File: src/rtl/core/assert_macros.svh
// Assertion helpers for the RTL.
`ifndef ASSERT_MACROS_SVH
`define ASSERT_MACROS_SVH
`ifndef SYNTHESIS
`define ASSERT_RST(lbl, c, r, p) \
  lbl: assert property (@(posedge c) disable iff (r) p) else $error("assertion failed");
`define ASSERT_ALWAYS(lbl, c, p) \
  lbl: assert property (@(posedge c) p) else $error("assertion failed");
`else
`define ASSERT_RST(lbl, c, r, p)
`define ASSERT_ALWAYS(lbl, c, p)
`endif
`endif

File: src/rtl/core/i64alu_pkg.sv
`timescale 1ns / 1ps
package i64alu_pkg;
  localparam int DW = 64;
  localparam int FW = 5;
  localparam int NCELL = 64;

  localparam logic [FW-1:0] F_ADD = 5'd0;
  localparam logic [FW-1:0] F_SUB = 5'd1;
  localparam logic [FW-1:0] F_MUL = 5'd2;
  localparam logic [FW-1:0] F_DIV = 5'd3;
  localparam logic [FW-1:0] F_MOD = 5'd4;
  localparam logic [FW-1:0] F_AND = 5'd5;
  localparam logic [FW-1:0] F_OR  = 5'd6;
  localparam logic [FW-1:0] F_XOR = 5'd7;
  localparam logic [FW-1:0] F_NOT = 5'd8;
  localparam logic [FW-1:0] F_SHL = 5'd9;
  localparam logic [FW-1:0] F_SAR = 5'd10;
  localparam logic [FW-1:0] F_SHR = 5'd11;
  localparam logic [FW-1:0] F_NEG = 5'd12;
  localparam logic [FW-1:0] F_LT  = 5'd13;
  localparam logic [FW-1:0] F_LE  = 5'd14;
  localparam logic [FW-1:0] F_GT  = 5'd15;
  localparam logic [FW-1:0] F_GE  = 5'd16;
  localparam logic [FW-1:0] F_EQ  = 5'd17;
  localparam logic [FW-1:0] F_NE  = 5'd18;

  localparam logic [1:0] E_NONE  = 2'd0;
  localparam logic [1:0] E_DIV0  = 2'd1;
  localparam logic [1:0] E_SHIFT = 2'd2;

  typedef struct packed {
    logic [FW-1:0] func;
    logic [DW-1:0] res;   // result of ops computed in i64alu_pre
    logic [1:0]    err;
    logic          qneg;
    logic          rneg;
    logic [DW-1:0] acc;   // multiply accumulator
    logic [DW-1:0] ma;    // shifted multiplicand
    logic [DW-1:0] mb;    // shifted multiplier
    logic [DW-1:0] n;     // dividend bits out, quotient bits in
    logic [DW-1:0] d;     // divisor magnitude
    logic [DW-1:0] r;     // partial remainder
  } cell_t;
endpackage

File: src/rtl/core/i64alu_post.sv
`timescale 1ns / 1ps
module i64alu_post (
  input  logic                              clk,
  input  logic                              rst,
  input  logic                              en,
  input  logic                              in_vld,
  input  i64alu_pkg::cell_t                 in_c,
  output logic                              out_vld,
  output logic signed [i64alu_pkg::DW-1:0]  result,
  output logic [1:0]                        error_code
);
  logic [i64alu_pkg::DW-1:0] res_next;

  always_comb begin
    if (in_c.err != i64alu_pkg::E_NONE) begin
      res_next = '0;
    end else begin
      unique case (in_c.func)
        i64alu_pkg::F_MUL: res_next = in_c.acc;
        i64alu_pkg::F_DIV: res_next = in_c.qneg ? (64'd0 - in_c.n) : in_c.n;
        i64alu_pkg::F_MOD: res_next = in_c.rneg ? (64'd0 - in_c.r) : in_c.r;
        default:           res_next = in_c.res;
      endcase
    end
  end

  always_ff @(posedge clk) begin
    if (rst) begin
      out_vld <= 1'b0;
    end else if (en) begin
      out_vld <= in_vld;
    end
  end

  always_ff @(posedge clk) begin
    if (en) begin
      result     <= res_next;
      error_code <= in_c.err;
    end
  end
endmodule

File: config.mk
export PLATFORM = sky130hd
export DESIGN_NAME = i64alu_post
export DESIGN_NICKNAME = d
export VERILOG_FILES = /design/src/rtl/core/assert_macros.svh /design/src/rtl/core/i64alu_pkg.sv /design/src/rtl/core/i64alu_post.sv
export SDC_FILE = /design/constraint.sdc
export NUM_CORES = 1
export LEC_CHECK = 0
export ABC_AREA = 1
export BUFFER_PORTS_ARGS = -buffer_cell sky130_fd_sc_hd__buf_2
export CORE_AREA = 8 8 197 199
export DETAILED_ROUTE_END_ITERATION = 16
export DIE_AREA = 0 0 205 207
export PLACE_DENSITY = 0.52
export SLEW_MARGIN = 20
export SYNTH_ARGS = -nofsm -noshare
export SYNTH_HDL_FRONTEND = slang
export SYNTH_SLANG_ARGS = --single-unit
File: constraint.sdc
create_clock -name clk -period 2.81 [get_ports clk]
set_clock_uncertainty 0.2 [all_clocks]
set_input_delay 0.4215 -clock clk [delete_from_list [all_inputs] [get_ports clk]]
set_output_delay 0.4215 -clock clk [all_outputs]
set_load 0.01 [all_outputs]
==> reports/metrics.csv <==
metric,value,unit
Setup crit start,in_c[1],
CTS buffer count,9,
pin count of the biggest net entering global routing,49,
"slowest stage delay, CP",0.28,ns
GR Overflow Total,0,
H-tree Lvls,3,
top cell type's share of synthesized area,25.8,%
Worst slew margin,54.3,%
TritonRoute pass-1 iters,8,
minimum hold slack,0.0776,ns
die width,205,um
syn_area_per_cell,5.46,um2
Setup-failing EPs final,0,
share of post-route cells with drive strength above 1,23.1,%
status,"complete, no violations",
Mapped Area,0.00872,mm2
vias,11700,
fin area,0.0115,mm2
"Slew Viols, Final",0,
initial antenna violation count,2,
predominant post-synthesis flop cell,edfxtp_1,
Worst Path Max Fanout,6,
WL per Instance,21.0,um
Worst-Margin Slew,0.679,ns
post-CTS setup buffers,0,
"EDFF count, synth",66,
WS Path Type,input pin to register,
Synth cell types,42,
gpl congestion,0.972,
CTS root buf,clkbuf_16,
Worst Path Required,2.71,ns
1st-iter DRT viols,986,
dominant cell type by area after synthesis,nand2_1,
# IOs,528,
Syn Nets,2061,
CP Launch Type,input pin,
Area Overhead vs Synth,31.3,%
# rows,70,
"top cells by area, synth","nand2_1 26%, edfxtp_1 23%, nor2_1 13%, nand3_1 9.7%, inv_1 6.5%",
fraction of registers with async set/reset,0,%
crit path DAT,2.22,ns
Initial Utilization,24.3,%
Slowest cell on crit path,o21ai_4,
Leak,5.47,nW
clk slew on worst S/H paths,0.06,ns
DRT antenna net count,0,
unrepaired setup endpoints after global routing,false,
final WL,50.7,mm
CTS tree,yes,
worst path cell trace,"buf_2, inv_1, ha_1, nand3_2, nor2_2, nand2_1, o21ai_4, nand3_1, nand3_1, nand2_1, nor2_1, nor2_1",
Setup TNS,0,ns
Vias per Instance,4.86,
GR Util All Layers,23.0,%
Max clock buf depth,2,
Worst Setup End Kind,register,
Mapped Cells,1598,
placed instance area,0.0111,mm2
"FF+latch count, synth",67,
crit path capture,result[44],
Final HPWL DP,43.4,mm
Skew-Pair Late Insertion Delay,0.36,ns
post-layout util,31.9,%
synth warn,0,
Peak supply drop,0.277,mV
power density over the cells,313,mW/mm2
count of nets after finishing,2402,
part of the Yosys area used for sequential elements,23.0,%
# fillers,4223,
PnR Total Power,3.58,mW
worst reg2reg path depth,2,
worst r2r dst,out_vld,
Hold WC Path Type,input pin to register,
fin crit share,82.5,%
die area,0.0424,mm2
vias in the first global route,11300,
residual DRC count,0,
Port Buf Inserts,335,
max cap viols,0,
FMAX,0.432,GHz
first-pass GRT wire length,72.7,mm
Final Hold Viols,0,
Critical R2R Launch,out_vld,
"setup slack, reg-to-reg",2.03,ns
clock tree sinks,67,
die height,207,um
min cycle time layout,2.32,ns
Placeable Area,0.0359,mm2
## routing by layer
| metal | part of all wire, % | up-vias | track usage [%] |
|---|---|---|---|
| li1 | - | 5794 | - |
| met1 | 47 | 5391 | 32.2 |
| met2 | 44 | 506 | 36.2 |
| met3 | 7.8 | 43 | 4.23 |
| met4 | 1.6 | 0 | 4.98 |
| met5 | 0 | - | 0 |
## sequential cells by signal, indices dropped and copies added (netlist names)
signal / cells
out_vld: 1
result: 64
error_code: 2
## metrics by stage
stage	worst slack, ns	std cells
final	0.493	2415
after global routing	0.352	2413
after CTS	0.537	2412
after detailed placement	0.151	2395
after global placement	0.156	2395
after floorplan	0.706	1598
## cells by family after synthesis
| kind of cell | count (synthesis) | synth area share [%] |
|---|---|---|
| AOI/OAI and AO/OA | 161 | 11.0 |
| xor gates and xnor gates | 3 | 0.301 |
| adders and majority gates | 2 | 0.287 |
| buffers and inverters | 206 | 9.57 |
| DFF | 67 | 23.0 |
| muxes | 1 | 0.115 |
| and+or+nand+nor | 1158 | 55.8 |
## Yosys cell counts (4+ instances only)
library cell	count
nand2_2	11
edfxtp_1	66
inv_1	150
a21oi_1	25
o21ai_0	89
clkbuf_1	14
buf_4	8
nor2_4	4
inv_2	6
nand3b_1	29
nand3_2	5
a41oi_1	5
o21ai_4	6
o21bai_1	9
nor2_1	304
nand4_1	11
o21ai_1	13
nor2_2	18
nand2_1	599
nand3_1	169
buf_2	23
## worst max-delay path: cells and delay by family
kind                       cells  cell delay (ns)
AOI/OAI and AO/OA              1             0.28
adders and majority gates      1             0.24
buffers and inverters          2             0.20
and+or+nand+nor                8             1.07
## how the worst min path moves through the flow
stage / cells past startpoint / start / to / slack [ns]
after floorplan: 1 / rst / out_vld / 0.29
after global placement: 2 / out_vld / out_vld / 0.27
after detailed placement: 2 / out_vld / out_vld / 0.29
after CTS: 1 / in_c[387] / error_code[1] / 0.06
after global routing: 1 / in_c[386] / error_code[0] / 0.07
final: 1 / in_c[387] / error_code[1] / 0.08
## layout make-up
class	count	area (um2)	area share (%)
Sequential cell	67	2000	17.5
Multi-Input combinational cell	1325	5890	51.4
Inverter	157	589	5.15
Clock inverter	5	77.6	0.677
Timing Repair Buffer	379	2070	18.1
Tap cell	468	586	5.11
Clock buffer	11	233	2.03
Antenna cell	3	7.51	0.0655
## repair_timing
| action | 4_1_cts | 5_1_grt |
|---|---|---|
| hold buffers | 1 | 0 |
| endpoints found under the hold margin | 1 | 0 |
| gates resized for setup | 0 | 0 |
## cells in the final DEF (no fill, tap or decap), types with 4 or more instances in the layout
cell	n
nand2_1	599
buf_2	335
nor2_1	303
nand3_1	169
inv_1	150
o21ai_0	89
edfxtp_1	66
buf_4	38
nand3b_1	29
a21oi_1	25
nor2_2	19
o21ai_1	13
nand2_2	11
nand4_1	11
o21bai_1	9
clkbuf_16	9
inv_2	6
o21ai_4	6
nand3_2	5
a41oi_1	5
buf_12	5
nor2_4	4
## where the power goes
group | switching (mW) | total, mW | internal (mW)
clock | 0.496 | 1.27 | 0.775
combinational | 0.709 | 1.11 | 0.398
sequential | 0.0213 | 1.20 | 1.18
Note: power is estimated with default switching activity, not from simulation.
