## config.mk

```make
export PLATFORM = sky130hd
export DESIGN_NAME = i64alu_cell
export DESIGN_NICKNAME = d
export VERILOG_FILES = /design/src/rtl/core/assert_macros.svh /design/src/rtl/core/i64alu_pkg.sv /design/src/rtl/core/i64alu_cell.sv
export SDC_FILE = /design/constraint.sdc
export NUM_CORES = 1
export LEC_CHECK = 0
export BUFFER_PORTS_ARGS = -buffer_cell sky130_fd_sc_hd__buf_2
export CAP_MARGIN = 20
export CORE_AREA = 2 2 362 364
export CTS_CLUSTER_SIZE = 24
export DETAILED_ROUTE_END_ITERATION = 10
export DIE_AREA = 0 0 364 366
export PLACE_DENSITY_LB_ADDON = 0.05
export SYNTH_ARGS = -nofsm -noshare
export SYNTH_HDL_FRONTEND = slang
export SYNTH_SLANG_ARGS = --single-unit
export TNS_END_PERCENT = 50
```

## constraint.sdc

```tcl
create_clock -name clk -period 4.3 [get_ports clk]
set_clock_uncertainty 0.2 [all_clocks]
set_input_delay 0.43 -clock clk [delete_from_list [all_inputs] [get_ports clk]]
set_output_delay 0.43 -clock clk [all_outputs]
set_load 0.02 [all_outputs]
```

## src/rtl/core/assert_macros.svh

```systemverilog
// Assertion helpers for the RTL.
`ifndef ASSERT_MACROS_SVH
`define ASSERT_MACROS_SVH
`ifndef SYNTHESIS
`define ASSERT_RST(lbl, c, r, p) \
  lbl: assert property (@(posedge c) disable iff (r) p) else $error("assertion failed");
`define ASSERT_ALWAYS(lbl, c, p) \
  lbl: assert property (@(posedge c) p) else $error("assertion failed");
`else
`define ASSERT_RST(lbl, c, r, p)
`define ASSERT_ALWAYS(lbl, c, p)
`endif
`endif

```

## src/rtl/core/i64alu_pkg.sv

```systemverilog
`timescale 1ns / 1ps
package i64alu_pkg;
  localparam int DW = 64;
  localparam int FW = 5;
  localparam int NCELL = 64;

  localparam logic [FW-1:0] F_ADD = 5'd0;
  localparam logic [FW-1:0] F_SUB = 5'd1;
  localparam logic [FW-1:0] F_MUL = 5'd2;
  localparam logic [FW-1:0] F_DIV = 5'd3;
  localparam logic [FW-1:0] F_MOD = 5'd4;
  localparam logic [FW-1:0] F_AND = 5'd5;
  localparam logic [FW-1:0] F_OR  = 5'd6;
  localparam logic [FW-1:0] F_XOR = 5'd7;
  localparam logic [FW-1:0] F_NOT = 5'd8;
  localparam logic [FW-1:0] F_SHL = 5'd9;
  localparam logic [FW-1:0] F_SAR = 5'd10;
  localparam logic [FW-1:0] F_SHR = 5'd11;
  localparam logic [FW-1:0] F_NEG = 5'd12;
  localparam logic [FW-1:0] F_LT  = 5'd13;
  localparam logic [FW-1:0] F_LE  = 5'd14;
  localparam logic [FW-1:0] F_GT  = 5'd15;
  localparam logic [FW-1:0] F_GE  = 5'd16;
  localparam logic [FW-1:0] F_EQ  = 5'd17;
  localparam logic [FW-1:0] F_NE  = 5'd18;

  localparam logic [1:0] E_NONE  = 2'd0;
  localparam logic [1:0] E_DIV0  = 2'd1;
  localparam logic [1:0] E_SHIFT = 2'd2;

  typedef struct packed {
    logic [FW-1:0] func;
    logic [DW-1:0] res;   // result of ops computed in i64alu_pre
    logic [1:0]    err;
    logic          qneg;
    logic          rneg;
    logic [DW-1:0] acc;   // multiply accumulator
    logic [DW-1:0] ma;    // shifted multiplicand
    logic [DW-1:0] mb;    // shifted multiplier
    logic [DW-1:0] n;     // dividend bits out, quotient bits in
    logic [DW-1:0] d;     // divisor magnitude
    logic [DW-1:0] r;     // partial remainder
  } cell_t;
endpackage

```

## src/rtl/core/i64alu_cell.sv

```systemverilog
`timescale 1ns / 1ps
// One multiply bit and one restoring divide bit per cell.
module i64alu_cell (
  input  logic              clk,
  input  logic              rst,
  input  logic              en,
  input  logic              in_vld,
  input  i64alu_pkg::cell_t in_c,
  output logic              out_vld,
  output i64alu_pkg::cell_t out_c
);
  i64alu_pkg::cell_t         c_next;
  logic [i64alu_pkg::DW-1:0] trial;
  logic [i64alu_pkg::DW:0]   diff;

  always_comb begin
    c_next     = in_c;
    c_next.acc = in_c.acc + (in_c.mb[0] ? in_c.ma : '0);
    c_next.ma  = {in_c.ma[i64alu_pkg::DW-2:0], 1'b0};
    c_next.mb  = {1'b0, in_c.mb[i64alu_pkg::DW-1:1]};
    trial      = {in_c.r[i64alu_pkg::DW-2:0], in_c.n[i64alu_pkg::DW-1]};
    diff       = {1'b0, trial} - {1'b0, in_c.d};
    if (!diff[i64alu_pkg::DW]) begin
      c_next.r = diff[i64alu_pkg::DW-1:0];
      c_next.n = {in_c.n[i64alu_pkg::DW-2:0], 1'b1};
    end else begin
      c_next.r = trial;
      c_next.n = {in_c.n[i64alu_pkg::DW-2:0], 1'b0};
    end
  end

  always_ff @(posedge clk) begin
    if (rst) begin
      out_vld <= 1'b0;
    end else if (en) begin
      out_vld <= in_vld;
    end
  end

  always_ff @(posedge clk) begin
    if (en) begin
      out_c <= c_next;
    end
  end
endmodule

```

==> results of run 1 <==
==> stage by stage <==
step / cell area (um^2) / setup TNS, ps / instances / total power [mW]
after global placement: 29900 / -554 / 4528 / 8.78
final: 35900 / 0 / 5057 / 14.2
after floorplan: 22500 / 0 / 1830 / 7.25
after CTS: 35900 / 0 / 5037 / 14.6
after detailed placement: 29900 / -486 / 4528 / 8.75
after global routing: 35900 / 0 / 5054 / 15.0
==> placed cells by master, fill, tap and decap left out, drive strengths merged, types with 26 or more instances in the layout <==
master	instances
buf	1027
nor2	66
and2	70
nand2	163
nand4	35
inv	106
a21o	74
o21ai	146
a21oi	149
o21bai	32
ha	127
xor2	47
clkinv	26
clkbuf	76
xnor2	71
dlygate4sd3	395
edfxtp	455
==> power by group through the flow <==
| stage | clock, mW | combinational [mW] | sequential, mW |
|---|---|---|---|
| finish | 5.31 | 3.37 | 5.55 |
| global route | 5.70 | 3.68 | 5.59 |
| CTS | 5.55 | 3.45 | 5.56 |
| detailed placement | 0 | 3.12 | 5.64 |
| global placement | 0 | 3.14 | 5.64 |
| floorplan | 0 | 1.04 | 6.21 |
==> registers in the layout, indices dropped and copies added (netlist names) <==
name / flops
out_c: 455
out_vld: 1
==> area by class of cell <==
type	count	share of cell area, %
flip-flops and latches	456	38.1
repair buffers	1422	26.3
multi-input cells	1199	22.6
well taps	1742	6.07
clock buffers	76	4.47
clock inverters	38	1.23
inverters	104	1.09
diodes	20	0.139
==> final timing paths <==
check / from / endpoint / depth (start not counted)
worst min register to register: out_vld$_SDFFE_PP0P_ / out_vld$_SDFFE_PP0P_ / 3
worst min-delay path: en / out_c[430]$_DFFE_PP_ / 1
worst max-delay path: in_c[266] / out_c[381]$_DFFE_PP_ / 14
worst max register to register: out_vld$_SDFFE_PP0P_ / out_vld$_SDFFE_PP0P_ / 3
==> cell families (layout without fill, tap and decap cells) <==
family | after synthesis | in the layout | share of synthesized area [%]
buf+inv | 175 | 1640 | 3.00
fa+ha+maj | 129 | 129 | 7.26
compound gates | 514 | 514 | 14.6
xor+xnor | 118 | 118 | 4.60
flops | 456 | 456 | 61.0
mux | 5 | 5 | 0.234
simple gates | 431 | 431 | 9.36
other cells | 1 | 22 | 0.0167
==> synth_stat cells, drive strengths merged, types with 3 or more instances <==
cell / instances
edfxtp: 455
a211oi: 4
o21ai: 146
buf: 9
nor4: 5
nand2b: 12
o31ai: 4
a221oi: 7
xnor2: 71
o21bai: 32
nor3b: 3
mux2i: 3
a41o: 3
o311ai: 3
and3: 13
xor2: 47
or3: 6
a211o: 7
nor3: 15
a21boi: 9
inv: 104
nand4: 35
a31o: 6
nor2: 66
a31oi: 24
ha: 127
and2: 70
nand2: 163
o31a: 4
clkbuf: 62
a21o: 74
o211ai: 7
nor2b: 10
a21oi: 149
a2111oi: 3
or2: 5
nand3: 21
a2111o: 3
a41oi: 5
o21a: 9
==> layer usage <==
layer  wire length (um)  vias up  track usage [%]
li1                   -     9649                -
met3               9410      176             5.62
met1              43700     9604             18.3
met2              53700      700             27.7
met5                215        -                0
met4               3400       38             5.11
==> worst max-delay path, stage by stage <==
cell,delay [ps]
dlygate4sd3_1,550
buf_2,150
and2_1,160
ha_1,360
and2_1,170
a221oi_1,110
o32ai_1,680
o21ai_0,310
o21ba_2,320
o41ai_4,280
a41oi_2,220
o21ai_2,290
a221oi_1,130
xnor2_1,160
==> repair_timing <==
item                                    in CTS  in global routing
gates resized for setup                      0                  3
endpoints found under the setup margin       0                  5
buffers inserted                             0                  0
hold buffers                               395                  0
hold endpoints to repair                   394                  0
==> results.yml, run 1 <==
run_status:
  status: "complete, no violations"
synthesis:
  yosysTopAreaCell: "edfxtp_1"
  synth_cells: 1829
  yosysSeqAreaShare_pct: 61.0
  netlist_area_um2: 22400
  synth_edf_count: 455
  avgSynthCellArea_um2: 12.3
  synth_top_flop_cell: "edfxtp_1"
  yosysWarnings: 0
  yosys.area.top_type_share_pct: 60.9
  ys_ff_latch: 456
  synth_area_leaders: "edfxtp_1, ha_1, a21oi_1, o21ai_0, xnor2_1"
  synthArstFlopShare_pct: 0
  yosysUniqueCellTypes: 69
worst_setup_path:
  startpoint_type: "input port"
  r2r_slack_ps: 2970
  crit_path_end_kind: "flip-flop"
  crit_path_max_fanout: 5
  required_ps: 4500
  crit_type: "input port to flip-flop"
  cp_data_arrival_time_ps: 4330
sta:
  post-route-period-util_pct: 96.0
  slew_viol_final: 0
  setup_slack_ps: 174
  relSlewSlack_pct: 50.9
  hold_viol_final: 0
  fin_crit_ps: 4130
  rsz0062_at_grt: "false"
  final-setup-viol-count: 0
  worstMarginPinSlew_ps: 734
  fmax_mhz: 242
  hold_slack_ps: 22.0
clock_tree:
  cts_tree: "built"
  clk_latency_ps: 670
  clock_path_buffers: 3
  root_buffer: "clkbuf_16"
  cts_sinks: 456
  cts_buffers: 61
  h-tree-depth: 2
  path_clk_slew_ps: 60
final_layout:
  synthToLayoutAreaGrowth_pct: 60.0
  multi_input_area_um2: 8120
  fillCellCount: 13700
  fin_nets: 3834
  layout-drive-gt1-share_pct: 34.9
  ff_latch_area_um2: 13700
  final_core_util_pct: 27.8
power_and_ir_drop:
  intPower_mw: 9.84
  p_clk_share_pct: 37.3
  p_leak_nw: 15.6
  p_comb_share_pct: 23.7
  swShare_pct: 30.8
  power_frac_seq_pct: 39.0
  p_switching_mw: 4.38
  irDropWorstVdd_mv: 0.335
  cellPowerDensity_nw_per_um2: 396
worst_hold_path:
  hp-class: "input port to flip-flop"
route:
  viasPerCell: 3.99
  first_pass_iters: 5
  drc: 0
  final_antenna_net_count: 0
  wl_mm: 110
  vias: 20200
  drtIter0Drc: 1071
  wl_per_cell_um: 21.8
global_route:
  grt_antenna_before_repair: 54
  first_global_vias: 21600
  grt_max_degree: 91
  grt_usage_pct: 16.0
  grt.overflow.total: 0
  grt_first_pass_wirelength_mm: 155
placement:
  globalplace.congestion: 0.819
  dp_hpwl_mm: 90.9
  place_worst_setup_slack_ps: -163
  port-buffer-count: 915
flow_run:
  cap_violations: 0
floorplanning:
  row_count: 132
  ios: 919
  fp.coreArea_um2: 129000
  chipWidth_um: 364
  dieArea_um2: 133000
  die_y_um: 366
  start_util_pct: 17.4
No activity file was read; power rests on OpenSTA's default activity.
==> inputs of run 2 (changes only) <==
--- a/config.mk
+++ b/config.mk
@@ -12,6 +12,7 @@
 export DETAILED_ROUTE_END_ITERATION = 10
 export DIE_AREA = 0 0 364 366
 export PLACE_DENSITY_LB_ADDON = 0.05
+export SLEW_MARGIN = 20
 export SYNTH_ARGS = -nofsm -noshare
 export SYNTH_HDL_FRONTEND = slang
 export SYNTH_SLANG_ARGS = --single-unit
==> constraint.sdc (replaced) <==
create_clock -name clk -period 4.7 [get_ports clk]
set_clock_uncertainty 0.2 [all_clocks]
set_input_delay 0.47 -clock clk [delete_from_list [all_inputs] [get_ports clk]]
set_output_delay 0.47 -clock clk [all_outputs]
set_load 0.02 [all_outputs]
==> run 2 against run 1 <==
Effect of this change: sequential share of layout area up 0.46 points; total power down 8.2%; core utilization down 0.33 points; via count down 0.66%; combinational power down 9.8%; die area unchanged; register-to-register slack better by 400 ps; global-route usage up 0.071 points; largest cell class unchanged; cell count down 1.2%; final area down 1.2%; critical endpoint is now out_c[58]$_DFFE_PP_; largest power group unchanged.
==> results.yml, run 2 (synthesized netlist as in run 1, its figures left out) <==
sta:
  post-route-period-util_pct: 93.3
  slew_viol_final: 0
  relSlewSlack_pct: 43.8
  hold_viol_final: 0
  fmax_mhz: 228
  fin_crit_ps: 4390
  setup_slack_ps: 314
  rsz0062_at_grt: "false"
  tns_ps: 0
  final-setup-viol-count: 0
  worstMarginPinSlew_ps: 843
placement:
  port-buffer-count: 915
  globalplace.congestion: 0.820
  dp_hpwl_mm: 90.2
  place_worst_setup_slack_ps: 115
  dpl_cell_area_um2: 29400
power_and_ir_drop:
  cellPowerDensity_nw_per_um2: 368
  p_leak_nw: 15.3
  intPower_mw: 8.98
  irDropWorstVdd_mv: 0.211
  power_frac_seq_pct: 38.8
  p_comb_share_pct: 23.3
  p_switching_mw: 4.08
  p_clk_share_pct: 37.9
  swShare_pct: 31.2
route:
  wl_mm: 111
  first_pass_iters: 5
  drc: 0
  final_antenna_net_count: 0
  wl_per_cell_um: 22.1
  viasPerCell: 4.01
  vias: 20000
  drtIter0Drc: 1013
floorplanning:
  dieArea_um2: 133000
  die_y_um: 366
  row_count: 132
  chipWidth_um: 364
  ios: 919
  fp.coreArea_um2: 129000
  start_util_pct: 17.4
final_layout:
  synthToLayoutAreaGrowth_pct: 58.1
  largestRegisters: "out_c: 455 flops, out_vld: 1 flops"
  largest_reg_flops: 455
  final_common_cell: "buf_2"
  fillCellCount: 13700
  top_register: "out_c"
  fin_nets: 3777
  layout-drive-gt1-share_pct: 33.7
  multi_input_area_um2: 8110
  ff_latch_area_um2: 13700
  mostFrequentLayoutCells: "buf_2, edfxtp_1, dlygate4sd3_1"
  final_design_area_no_fill_um2: 35500
global_route:
  first_global_vias: 21200
  grt.overflow.total: 0
  grt_first_pass_wirelength_mm: 154
  grt_antenna_before_repair: 49
  grt_max_degree: 79
  grt_usage_pct: 16.1
clock_tree:
  root_buffer: "clkbuf_16"
  h-tree-depth: 3
  clk_latency_ps: 650
  clock_path_buffers: 3
  path_clk_slew_ps: 60
  cts_buffers: 66
  cts_tree: "built"
  cts_sinks: 456
  cts_setup_buffers: 0
flow_run:
  cap_violations: 0
worst_setup_path:
  crit_type: "input port to flip-flop"
  crit_path_max_fanout: 3
  cp_data_arrival_time_ps: 4580
  crit_path_end_kind: "flip-flop"
  required_ps: 4890
  r2r_slack_ps: 3370
  r2r_cells: 3
  startpoint_type: "input port"
worst_hold_path:
  worstHoldPathCells: 3
  hp-class: "input port to flip-flop"
run_status:
  status: "complete, no violations"
[run 2: changes by cell type in the layout (fill, tap and decap cells not counted), sizes merged]
cell	delta
clkinvlp	+1
buf	-60
clkinv	+9
inv	-1
bufinv	-4
diode	-6
dlygate4sd3	-2
clkbuf	+1
[run 2: worst max-delay path, cell delays in order]
cell,delay [ps]
dlygate4sd3_1,530
buf_2,130
ha_1,230
fa_1,410
nand2b_1,200
a21oi_2,190
o211ai_1,190
a2111o_1,500
a2111oi_4,520
o21ai_2,220
o31a_1,430
o31a_1,310
xor2_1,160
o21ai_1,80
[run 2: through the flow]
stage / total power [mW] / std cells / hold WS [ps] / utilization [%]
2_1_floorplan: 6.63 / 1830 / 342 / -
3_3_place_gp: 7.96 / 4468 / 275 / 22.8
3_5_place_dp: 7.95 / 4468 / 295 / 22.8
4_1_cts: 13.4 / 4981 / 25.6 / 27.5
5_1_grt: 13.7 / 4990 / 59.6 / 27.5
6_report: 13.1 / 4995 / 80.8 / 27.5
[run 2: power groups by stage]
stage               clock network (mW)  logic (mW)  registers (mW)
floorplan                            0       0.951            5.68
global placement                     0        2.81            5.15
detailed placement                   0        2.80            5.15
CTS                               5.20        3.11            5.07
global route                      5.33        3.31            5.11
finish                            4.95        3.04            5.07
[run 2: path summary, 6_finish.rpt]
check	startpoint	to
min	in_c[383]	out_c[383]$_DFFE_PP_
min reg2reg	out_vld$_SDFFE_PP0P_	out_vld$_SDFFE_PP0P_
max reg2reg	out_vld$_SDFFE_PP0P_	out_vld$_SDFFE_PP0P_
max	in_c[64]	out_c[58]$_DFFE_PP_
[run 2: layout make-up]
cell class	count	share of cell area, %
Multi-Input combinational cell	1199	22.8
Sequential cell	456	38.6
Tap cell	1742	6.14
Inverter	104	1.10
Clock buffer	77	4.89
Timing Repair Buffer	1360	25.4
Antenna cell	14	0.0987
Clock inverter	43	1.02
[run 2: layer usage]
metal | global-route usage, % | vias to the layer above | share of wire [%]
li1 | - | 9546 | -
met1 | 18.1 | 9517 | 39
met2 | 27.6 | 730 | 48
met3 | 6.39 | 194 | 9.2
met4 | 5.39 | 46 | 3.3
met5 | 0 | - | 0.25
[run 2: repair_timing]
item / 4_1_cts / 5_1_grt
endpoints found under the hold margin: 392 / 0
hold buffers: 393 / 0
endpoints found under the setup margin: 0 / 1
gates resized for setup: 0 / 1
==> inputs of run 3 (changes only) <==
--- a/config.mk
+++ b/config.mk
@@ -8,7 +8,7 @@
 export BUFFER_PORTS_ARGS = -buffer_cell sky130_fd_sc_hd__buf_2
 export CAP_MARGIN = 20
 export CORE_AREA = 2 2 362 364
-export CTS_CLUSTER_SIZE = 24
+export CTS_BUF_LIST = sky130_fd_sc_hd__clkbuf_8
 export DETAILED_ROUTE_END_ITERATION = 10
 export DIE_AREA = 0 0 364 366
 export PLACE_DENSITY_LB_ADDON = 0.05
==> constraint.sdc (replaced) <==
create_clock -name clk -period 5.45 [get_ports clk]
set_clock_uncertainty 0.2 [all_clocks]
set_input_delay 0.545 -clock clk [delete_from_list [all_inputs] [get_ports clk]]
set_output_delay 0.545 -clock clk [all_outputs]
set_load 0.02 [all_outputs]
==> run 3 against run 2 <==
Effect of this change: non-clock buffer count decreased by 22; die area is the same; sequential share of layout area increased by 0.32 points; sequential cell count unchanged; clock power fell by 22%; sequential power shrank 14%; count of clock-buffer cells in the layout is 21 higher.
==> results.yml, run 3 (synthesized netlist as in run 1, its figures left out) <==
route:
  drc: 0
  first_pass_iters: 5
  drtIter0Drc: 974
  wl_per_cell_um: 21.8
  final_antenna_net_count: 0
  viasPerCell: 4.00
  wl_mm: 110
  vias: 20100
sta:
  final-setup-viol-count: 0
  relSlewSlack_pct: 37.5
  setup_slack_ps: 950
  rsz0062_at_grt: "false"
  slew_viol_final: 0
  worstMarginPinSlew_ps: 938
  hold_viol_final: 0
  fmax_mhz: 222
  hold_slack_ps: 106
  fin_crit_ps: 4500
  post-route-period-util_pct: 82.6
  tns_ps: 0
global_route:
  first_global_vias: 21500
  grt_max_degree: 141
  grt.overflow.total: 0
  grt_antenna_before_repair: 50
  grt_usage_pct: 16.0
  grt_first_pass_wirelength_mm: 154
final_layout:
  final_core_util_pct: 27.3
  top_register: "out_c"
  fin_nets: 3785
  largest_reg_flops: 455
  largestRegisters: "out_c: 455 flops, out_vld: 1 flops"
  layout-drive-gt1-share_pct: 33.5
  final_common_cell: "buf_2"
  fillCellCount: 13700
  ff_latch_area_um2: 13700
  synthToLayoutAreaGrowth_pct: 56.8
  mostFrequentLayoutCells: "buf_2, edfxtp_1, dlygate4sd3_1"
  multi_input_area_um2: 8110
  final_cells: 5043
clock_tree:
  clk_latency_ps: 800
  cts_buffers: 96
  path_clk_slew_ps: 70
  h-tree-depth: 3
  root_buffer: "clkbuf_8"
  cts_tree: "built"
  cts_resized: 0
  clock_path_buffers: 3
  cts_setup_buffers: 0
  cts_sinks: 456
placement:
  dp_hpwl_mm: 89.1
  place_inst: 4437
  port-buffer-count: 915
  place_worst_setup_slack_ps: 337
  globalplace.congestion: 0.814
floorplanning:
  fp.coreArea_um2: 129000
  start_util_pct: 17.4
  die_y_um: 366
  dieArea_um2: 133000
  row_count: 132
  chipWidth_um: 364
  ios: 919
worst_hold_path:
  hold_path.startpoint: "in_c[324]"
  whs_endpoint: "out_c[324]$_DFFE_PP_"
  hp-class: "input port to flip-flop"
  worstHoldPathCells: 3
flow_run:
  cap_violations: 0
worst_setup_path:
  reg2reg_from: "out_vld$_SDFFE_PP0P_"
  startpoint_type: "input port"
  crit_path_end_kind: "flip-flop"
  required_ps: 5780
  r2r_slack_ps: 4130
  crit_path_max_fanout: 4
  reg2reg_to: "out_vld$_SDFFE_PP0P_"
  cp_data_arrival_time_ps: 4830
  r2r_cells: 3
  crit_type: "input port to flip-flop"
power_and_ir_drop:
  irDropWorstVdd_mv: 0.190
  p_leak_nw: 15.2
  cellPowerDensity_nw_per_um2: 308
run_status:
  status: "complete, no violations"
[run 3: final cells by class]
cell class	instances	share of cell area (%)
clock inverter	81	1.73
sequential	456	38.9
clock buffer	98	3.83
antenna	25	0.178
tap	1742	6.19
inverter	104	1.11
timing repair buffer	1338	25.1
multi-input combinational	1199	23.0
[run 3: per-stage QoR]
stage          total power, mW  cell area (um^2)
3_3_place_gp              6.83             29200
3_5_place_dp              6.82             29200
5_1_grt                   11.4             35200
4_1_cts                   11.1             35100
6_report                  10.8             35200
2_1_floorplan             5.72             22500
[run 3: power by group]
part / switching [mW] / leakage [nW] / internal, mW / total [mW]
Sequential: 0.0898 / 4.46 / 4.28 / 4.37
Clock: 1.84 / 1.08 / 2.04 / 3.88
Combinational: 1.62 / 9.70 / 0.962 / 2.58
[run 3: repair_timing]
action,4_1_cts,5_1_grt
hold buffers,402,0
hold endpoints to repair,442,0
endpoints found under the setup margin,0,0
[run 3: critical path: stages]
cell and delay [ps]:
dlygate4sd3_1 530, buf_2 140, ha_1 230, fa_1 420
nand2b_1 200, a21oi_2 170, o211ai_1 200, a2111o_1 510
a2111oi_4 540, o21ai_2 250, o21ai_0 640, a21oi_1 210
xor2_1 160, o21ai_0 80
[run 3: routing by layer]
| layer | track usage [%] | part of all wire (%) |
|---|---|---|
| met1 | 17.9 | 39 |
| met3 | 6.57 | 8.9 |
| met5 | 0 | 0.20 |
| met4 | 5.47 | 3.5 |
| met2 | 27.3 | 48 |
[run 3: how the worst max path moves through the flow]
stage	startpoint	to	slack, ps	cells after the start
3_5_place_dp	in_c[192]	out_c[380]$_DFFE_PP_	340	15
4_1_cts	in_c[256]	out_c[380]$_DFFE_PP_	1030	16
6_report	in_c[64]	out_c[62]$_DFFE_PP_	950	14
5_1_grt	in_c[4]	out_c[11]$_DFFE_PP_	760	13
3_3_place_gp	in_c[192]	out_c[380]$_DFFE_PP_	360	15
2_1_floorplan	in_c[192]	out_c[352]$_DFFE_PP_	1520	14
